$ cat config.mk
export PLATFORM = sky130hd
export DESIGN_NAME = gfmw_queue
export DESIGN_NICKNAME = d
export VERILOG_FILES = /design/src/rtl/core/gfmw_pkg.sv /design/src/rtl/core/gfmw_queue.sv
export VERILOG_INCLUDE_DIRS = /design/src /design/src/rtl/core
export SDC_FILE = /design/constraint.sdc
export NUM_CORES = 1
export LEC_CHECK = 0
export BUFFER_PORTS_ARGS = -buffer_cell sky130_fd_sc_hd__buf_4
export CELL_PAD_IN_SITES_DETAIL_PLACEMENT = 1
export CELL_PAD_IN_SITES_GLOBAL_PLACEMENT = 1
export CORE_ASPECT_RATIO = 1.25
export CORE_MARGIN = 3
export CORE_UTILIZATION = 50
export DETAILED_ROUTE_END_ITERATION = 6
export PLACE_DENSITY = 0.85
export SYNTH_ARGS = -nofsm -noshare
export SYNTH_HDL_FRONTEND = slang
export SYNTH_SLANG_ARGS = --single-unit
$ cat constraint.sdc
create_clock -name clk -period 4.4 [get_ports clk]
set_input_delay 0 -clock clk [delete_from_list [all_inputs] [get_ports clk]]
set_output_delay 0 -clock clk [all_outputs]
set_load 0.03 [all_outputs]
$ cat src/rtl/core/gimbal_frame_mecanum_wheel_mixer_unit_macros.svh
// ---------------------------------------------------------------------------
// Assertion macros for the gimbal frame mecanum mixer
// Expect clk and rst_n in the scope of every use.
// ---------------------------------------------------------------------------
`ifndef GIMBAL_FRAME_MECANUM_WHEEL_MIXER_UNIT_MACROS_SVH
`define GIMBAL_FRAME_MECANUM_WHEEL_MIXER_UNIT_MACROS_SVH

// same-cycle implication
`define GFMW_ASSERT_IMPLY(lbl, ante, cons, msg) \
  lbl: assert property (@(posedge clk) disable iff (!rst_n) (ante) |-> (cons)) \
    else $error(msg);

// next-cycle implication
`define GFMW_ASSERT_NEXT(lbl, ante, cons, msg) \
  lbl: assert property (@(posedge clk) disable iff (!rst_n) (ante) |=> (cons)) \
    else $error(msg);

`endif

$ cat src/rtl/core/gfmw_pkg.sv
// ---------------------------------------------------------------------------
// gfmw_pkg
// Types, constants and the sine table builder shared by the mixer modules.
// ---------------------------------------------------------------------------
`default_nettype none

package gfmw_pkg;

  localparam int ENC_COUNTS = 8192;
  localparam int ENC_HALF   = ENC_COUNTS / 2;
  localparam int LUT_LAST   = ENC_COUNTS / 4;
  localparam int LUT_DEPTH  = LUT_LAST + 1;
  localparam int LUT_AW     = $clog2(LUT_DEPTH);
  localparam int SIN_W      = 15;
  localparam real SIN_SCALE = 16384.0;
  localparam real PI_R      = 3.14159265358979323846;

  localparam logic signed [15:0] MIX_K = 16'sd23170;
  localparam logic signed [9:0]  VW_K  = 10'sd320;

  localparam int QDEPTH = 4;
  localparam int QAW    = $clog2(QDEPTH);
  localparam int QCW    = $clog2(QDEPTH + 1);

  typedef enum logic {
    REG_YAW_ZERO   = 1'b0,
    REG_WHEEL_GAIN = 1'b1
  } cfg_reg_t;

  typedef logic [SIN_W-1:0] sin_lut_t [0:LUT_DEPTH-1];

  typedef struct packed {
    logic signed [13:0] rel_angle;
    logic signed [15:0] sin_v;
    logic signed [15:0] cos_v;
    logic signed [15:0] vx;
    logic signed [15:0] vy;
    logic signed [15:0] vw;
  } item_t;

  // quarter-wave sine, round half up to Q1.14, built at elaboration
  function automatic sin_lut_t build_sin_lut();
    sin_lut_t lut;
    real ang;
    real v;
    for (int j = 0; j < LUT_DEPTH; j++) begin
      ang = 2.0 * PI_R * j / ENC_COUNTS;
      v = $floor(SIN_SCALE * $sin(ang) + 0.5);
      lut[j] = SIN_W'($rtoi(v));
    end
    return lut;
  endfunction

endpackage

`default_nettype wire

$ cat src/rtl/core/gfmw_queue.sv
// ---------------------------------------------------------------------------
// gfmw_queue
// Short queue between the angle front end and the mixing back end.
// ---------------------------------------------------------------------------
`default_nettype none

`include "gimbal_frame_mecanum_wheel_mixer_unit_macros.svh"

module gfmw_queue (
  input  wire logic             clk,
  input  wire logic             rst_n,
  input  wire logic             wr_valid,
  output logic                  wr_ready,
  input  wire gfmw_pkg::item_t  wr_item,
  output logic                  rd_valid,
  input  wire logic             rd_ready,
  output gfmw_pkg::item_t       rd_item
);
  import gfmw_pkg::*;

  item_t           mem_r [QDEPTH];
  logic [QAW-1:0]  wptr_r, rptr_r;
  logic [QCW-1:0]  cnt_r;
  logic            push, pop;

  assign wr_ready = cnt_r != QCW'(QDEPTH);
  assign rd_valid = cnt_r != '0;
  assign push     = wr_valid && wr_ready;
  assign pop      = rd_valid && rd_ready;
  assign rd_item  = mem_r[rptr_r];

  always_ff @(posedge clk) begin
    if (!rst_n) begin
      wptr_r <= '0;
      rptr_r <= '0;
      cnt_r  <= '0;
    end else begin
      if (push) begin
        wptr_r <= wptr_r + 1'b1;
      end
      if (pop) begin
        rptr_r <= rptr_r + 1'b1;
      end
      case ({push, pop})
        2'b10:   cnt_r <= cnt_r + 1'b1;
        2'b01:   cnt_r <= cnt_r - 1'b1;
        default: cnt_r <= cnt_r;
      endcase
    end
  end

  always_ff @(posedge clk) begin
    if (push) begin
      mem_r[wptr_r] <= wr_item;
    end
  end

  `GFMW_ASSERT_IMPLY(a_q_cnt_bound, 1'b1, cnt_r <= QCW'(QDEPTH), "queue count above depth")
  `GFMW_ASSERT_NEXT(a_q_push_grows, push && !pop, cnt_r == $past(cnt_r) + 1'b1, "push lost")
  `GFMW_ASSERT_NEXT(a_q_pop_shrinks, pop && !push, cnt_r == $past(cnt_r) - 1'b1, "pop lost")

endmodule

`default_nettype wire

==> summary.md, run 1 <==
| Metric | Value |
|---|---|
| Max Clk Rate | 0.3566 GHz |
| Multi-input logic area | 2402 µm² |
| Input/output buffers | 193 |
| Setup TNS | 0 ns |
| Worst path top cell family by delay | simple AND/OR/NAND/NOR gates |
| WP depth | 4 |
| Iteration count of the initial detailed-routing pass | 4 |
| Synth Instances | 543 |
| Die footprint | 30280 µm² |
| Fin Hold WS | 0.02638 ns |
| Post-route ant nets | 0 |
| CP Class | flip-flop to flip-flop |
| Area of the mapped netlist | 14110 µm² |
| CP required | 4.57 ns |
| Crit end category | flip-flop |
| Vias/cell | 5.440 |
| Crit start category | flip-flop |
| Sequential share of the synthesized area | 0.8130 |
| First-pass GRT wire length | 47.74 mm |
| Final worst setup slack | 1.596 ns |
| HPWL Detailed | 19.11 mm |
| VDD IR-drop max | 464.8 µV |
| Worst EP arrival | 2.98 ns |
| Final Hold Viols | 0 |
| Fin cells | 1242 |
| Net Sw Power | 3.249 mW |
| Die height | 193.8 µm |
| CTS resizes | 0 |
| CP max-delay cell | and2_4 |
| Logic gate share of total power | 0.293 |
| GPL Wtd Cong | 0.6990 |
| Hold depth | 4 |
| Drt initial violations | 419 |
| Starting Density | 0.5087 |
| Clock slew at reported path FFs | 0.06 ns |
| Avg WL per Cell | 25.18 µm |
| CTS Root Cell | clkbuf_16 |
| Max-cap violations | 0 |
| Syn. warnings | 0 |
| CTS Buf Count | 38 |
| Clock power frac | 0.288 |
| Core Box Area | 27740 µm² |
| Slew @ Worst Pin | 1.016 ns |
| Syn nets | 647 |
| Initial antenna violation count | 3 |
| Worst slew margin | 0.3228 |
| Register area | 11480 µm² |
| Final Setup Violations | 0 |
| Io pins | 194 |
| Synth Area per Inst | 25.98 µm² |
| Max-slew violations | 0 |
| CP Cell Sequence | nor2_1, a21boi_1, and2_4, buf_4 |
| Period Utilization, post-route | 0.6373 |
| Final net count | 965 |
| Vias | 6757 |
| Int Pwr | 7.652 mW |
| Largest fanout on the critical path | 62 |
| RSZ-0062 raised after global routing | no |
| Sequential Power Share | 0.419 |
| Share of layout cells above drive strength 1 | 0.3971 |
| # clock sinks | 385 |
| H-tree depth | 2 |
| Buffers & Inverters on Critical Path | 1 |
| Vias in the first global route | 7789 |
| Status | finished, final reports clean |
| Library cells used by synthesis | 25 |
| Pre-CTS setup slack | 1.579 ns |
| Worst-Skew Late Latency | 0.51 ns |
| Hold Path Class | input pin to flip-flop |
| Clock skew | 0.008622 ns |
| Drt total wl | 31.28 mm |
| Synthesized flop and latch total | 385 |
| DRC viols | 0 |
| Switching Fraction | 0.2981 |
| Die W | 156.3 µm |
| Pwr Density | 603.1 nW/µm² |
| Layout area overhead | 28.10% |
| Gr ovfl total | 0 |
| Largest stage delay on the critical path | 0.90 ns |
| Static Leak | 6.133 nW |
| Row cnt | 68 |
| Worst Reg-to-Reg Cells | 4 |
| Gr usage total | 0.2088 |
| Final worst path period need | 2.804 ns |
| Filler cells | 2241 |
| CTS tree | built |
| Clock buffer depth | 3 |
| Placed Instances | 1075 |
| Largest net degree at the start of global routing | 95 |
==> worst register-to-register path, delay by kind of cell (launching register included) <==
family / cells / cell delay, ns
and+or+nand+nor: 2 / 1.01
DFF: 1 / 0.44
AOI/OAI and AO/OA: 1 / 0.55
buffers and inverters: 1 / 0.48
==> sequential cells by signal, indices dropped and copies added (netlist names), named ones only <==
signal and flops:
rptr_r 2, cnt_r 3, mem_r 376, wptr_r 2
==> cells by family after synthesis <==
logic type	count (synthesis)	share of synthesized area
flops	385	0.8130
mux	96	0.1515
buf+inv	28	0.01747
simple gates	18	0.006739
compound gates	6	0.003016
fa+ha+maj	6	0.005853
xor+xnor	4	0.002483
==> cells in the final DEF (no fill, tap or decap), types with 2 or more instances in the layout <==
cell type	netlist	final
edfxtp_1	376	376
buf_4	3	203
dlygate4sd3_1	0	96
mux4_2	94	94
clkbuf_16	0	41
clkbuf_1	1	10
clkinv_1	0	9
dfxtp_1	9	7
inv_1	6	6
nand2_1	6	6
ha_1	5	5
and2_4	0	4
clkinv_2	0	4
diode_2	0	3
xnor2_1	3	3
and2_1	7	3
bufinv_16	0	3
or3_1	2	2
mux2i_1	2	2
nor2b_1	2	2
o21ai_0	2	2
dfxtp_4	0	2
==> path summary, 6_finish.rpt <==
| kind | startpoint | end | slack, ns |
|---|---|---|---|
| worst max-delay path | cnt_r[0] | mem_r[2][14] | 1.60 |
| worst min-delay path | rd_ready | flip-flop | 0.03 |
| worst max register to register | cnt_r[0] | mem_r[2][14] | 1.60 |
| worst min register to register | wptr_r[1] | wptr_r[1] | 0.55 |
==> power by group through the flow <==
stage          Sequential, mW  Clock (mW)  Combinational (mW)
6_report                 4.57        3.14                3.19
5_1_grt                  4.60        3.37                3.37
4_1_cts                  4.57        3.21                3.24
3_5_place_dp             4.64           0                3.15
3_3_place_gp             4.60           0                3.07
2_1_floorplan            4.58           0                2.22
==> cells in the mapped netlist (all sizes together) <==
master	instances	share of area
mux2i	2	0.0014
fa	1	0.0014
xnor2	3	0.0019
inv	6	0.0016
buf	21	0.016
or3	2	0.00089
nor2b	2	0.00089
xor2	1	0.00062
dfxtp	9	0.013
nor2	1	0.00027
and2	7	0.0031
o311ai	1	0.00062
mux4	94	0.15
nand2	6	0.0016
edfxtp	376	0.80
o31a	1	0.00062
clkbuf	1	0.00027
o21ai	2	0.00071
a21boi	2	0.0011
ha	5	0.0044
==> per-layer routing <==
| metal | global-route usage | vias up | share of wire | wire length, µm |
|---|---|---|---|---|
| met5 | 0 | - | 0.00042 | 13 |
| met4 | 0.05287 | 2 | 0.024 | 746 |
| met3 | 0.04532 | 47 | 0.059 | 1845 |
| met2 | 0.3604 | 211 | 0.54 | 16860 |
| met1 | 0.2721 | 3541 | 0.38 | 11810 |
| li1 | - | 2956 | - | - |
==> metrics by stage <==
stage	instance area, µm²	power, mW	utilization
floorplan	14110	6.806	-
detailed placement	15890	7.795	0.5727
finish	18070	10.90	0.6517
CTS	18070	11.01	0.6514
global route	18070	11.34	0.6515
global placement	15890	7.667	0.5727
==> cell type report <==
type	count	area share
antenna	3	0.0004153
clock buffer	52	0.05960
clock inverter	16	0.007961
inverter	6	0.001246
multi-input combinational	130	0.1329
sequential	385	0.6351
tap	350	0.02423
timing repair buffer	300	0.1386
==> what timing repair did <==
item | CTS | global route
hold endpoints to repair | 385 | 0
setup endpoints to repair | 0 | 0
hold buffers | 96 | 0
setup buffers | 0 | 0
Power figures use the tool's default switching activity.
==> inputs of run 2 (changes only) <==
CORE_UTILIZATION = 45   (was 50)
PLACE_DENSITY = 0.81   (was 0.85)
clock period = 2.32 ns   (was 4.4 ns; I/O delays follow)
==> run 2 against run 1 <==
  * Critical endpoint is now rd_item[3]
  * Core utilization shrank 5.0 points
  * Register-to-register slack worse by 1.3 ns
  * Critical path type is now flip-flop to output port
  * Power rose by 91%
  * Worst setup slack got worse by 1.3 ns
  * Largest power group unchanged
==> summary.md, run 2 (synthesis results as in run 1) <==
| Metric | Value |
|---|---|
| Gr usage total | 0.1840 (-0.02483) |
| Total power | 20.78 mW (+91%) |
| Static Leak | 6.196 nW (+1.0%) |
| Post-route ant nets | 0 (unchanged) |
| Setup Fix Bufs, Post-CTS | 0 (unchanged) |
| CP Class | flip-flop to output port |
| Fin util | 0.6014 (-0.05030) |
| Final Setup Violations | 0 (unchanged) |
| Hold depth | 4 (unchanged) |
| RSZ-0062 raised after global routing | no |
| Final worst path period need | 2.073 ns |
| Post-Place Cell Area | 16130 µm² (+1.6%) |
| Fin cells | 1298 (+4.5%) |
| Period Utilization, post-route | 0.8936 |
| Initial antenna violation count | 2 (-1) |
| CTS Root Cell | clkbuf_16 |
| Max-slew violations | 0 (unchanged) |
| Clock skew | 0.008914 ns (+0.0002911 ns) |
| GPL Wtd Cong | 0.7030 (+0.57%) |
| Largest fanout on the critical path | 29 (-53%) |
| Net Sw Power | 6.193 mW (+91%) |
| # hold bufs at CTS | 96 (unchanged) |
| Io pins | 194 (unchanged) |
| Layout area overhead | 29.87% |
| Crit end category | output port |
| Hold Path Class | input pin to flip-flop |
| Starting Density | 0.4631 (-0.04564) |
| Logic gate share of total power | 0.295 (+0.002) |
| Clock power frac | 0.290 (+0.002) |
| Pwr Density | 1134 nW/µm² (+88%) |
| First-pass GRT wire length | 46.37 mm (-2.9%) |
| VDD IR-drop max | 706.4 µV (+52%) |
| Die height | 204.0 µm (+5.2%) |
| Worst EP arrival | 2.07 ns (-0.91 ns) |
| Final Hold Viols | 0 (unchanged) |
| Biggest regs | mem_r x376, cnt_r x3 |
| Clock slew at reported path FFs | 0.06 ns (about the same) |
| Final worst setup slack | 0.2470 ns (-1.349 ns) |
| Final net count | 971 (+0.62%) |
| DRC viols | 0 (unchanged) |
| Post-route cell area | 18320 µm² (+1.4%) |
| Max Clk Rate | 0.4824 GHz |
| Avg WL per Cell | 23.38 µm (-7.2%) |
| Core Box Area | 30470 µm² (+9.9%) |
| HPWL Detailed | 17.20 mm (-10%) |
| Int Pwr | 14.58 mW (+91%) |
| Worst slew margin | 0.6566 (+0.3338) |
| # clock sinks | 385 (unchanged) |
| Row cnt | 71 (+4.4%) |
| Placed Instances | 1132 (+5.3%) |
| Iteration count of the initial detailed-routing pass | 5 (+1) |
| Die W | 164.4 µm (+5.2%) |
| Commonest non-fill, non-tap cells in the layout | edfxtp_1 (376), buf_4 (198), dlygate4sd3_1 (96) |
| Worst Reg-to-Reg Cells | 9 (+5) |
| Die footprint | 33530 µm² (+11%) |
| Vias in the first global route | 7576 (-2.7%) |
| Switching Fraction | 0.2981 (about the same) |
| Fin Hold WS | 0.03934 ns (+0.01296 ns) |
| Top reg by flops | mem_r |
| Drt initial violations | 352 (-16%) |
| Worst-Skew Late Latency | 0.51 ns (about the same) |
| Share of layout cells above drive strength 1 | 0.4040 (+0.006942) |
| Vias | 6737 (-0.30%) |
| Sequential Power Share | 0.415 (-0.004) |
| Largest net degree at the start of global routing | 51 (-46%) |
| Drt total wl | 30.35 mm (-3.0%) |
| Commonest non-fill, non-tap cell in the layout | edfxtp_1 |
| Crit start category | flip-flop |
| Vias/cell | 5.190 (-4.6%) |
| Input/output buffers | 193 (unchanged) |
| Slew @ Worst Pin | 0.5151 ns (-0.5007 ns) |
| Clock buffer depth | 3 (unchanged) |
| Pre-CTS setup slack | 0.3451 ns (-1.234 ns) |
| Setup TNS | 0 ns (unchanged) |
| Largest register FFs | 376 (unchanged) |
| Gr ovfl total | 0 (unchanged) |
| CTS resizes | 0 (unchanged) |
| Status | finished, final reports clean |
| CTS Buf Count | 38 (unchanged) |
| H-tree depth | 2 (unchanged) |
| Max-cap violations | 0 (unchanged) |
| CTS tree | built |
| CP required | 2.32 ns (-2.25 ns) |
## run 2: layout make-up
cell class                 instances  area, µm²
fill                            2515      12150
sequential                       385      11480
timing repair buffer             306       2688
multi-input combinational        130       2402
clock buffer                      49       1056
tap                              401      501.7
clock inverter                    20      172.7
inverter                           6      22.52
antenna                            1      2.502
## run 2: layer usage
metal | global-route usage | vias up | share of wire
met4 | 0.05064 | 2 | 0.021
met1 | 0.2384 | 3516 | 0.40
li1 | - | 2965 | -
met2 | 0.3208 | 206 | 0.53
met5 | 0 | - | 0.00043
met3 | 0.03406 | 48 | 0.049
## run 2: worst max-delay path, stage by stage (launching register included)
cell and delay, ns:
dfxtp_4 0.67, buf_4 0.32, mux4_2 0.35, buf_4 0.19
## run 2: path summary, 6_finish.rpt
kind              startpoint  slack (ns)         end
setup / recovery   flip-flop        0.25  rd_item[3]
hold / removal      wr_valid        0.04   wptr_r[0]
setup reg to reg    cnt_r[1]        0.34    cnt_r[2]
hold reg to reg    wptr_r[0]        0.51   wptr_r[0]
## run 2: power by group through the flow
stage / clock [mW] / combinational, mW / sequential [mW]
2_1_floorplan: 0 / 4.22 / 8.65
3_3_place_gp: 0 / 6.03 / 8.70
3_5_place_dp: 0 / 6.08 / 8.76
4_1_cts: 6.18 / 6.25 / 8.61
5_1_grt: 6.46 / 6.52 / 8.67
6_report: 6.03 / 6.13 / 8.62
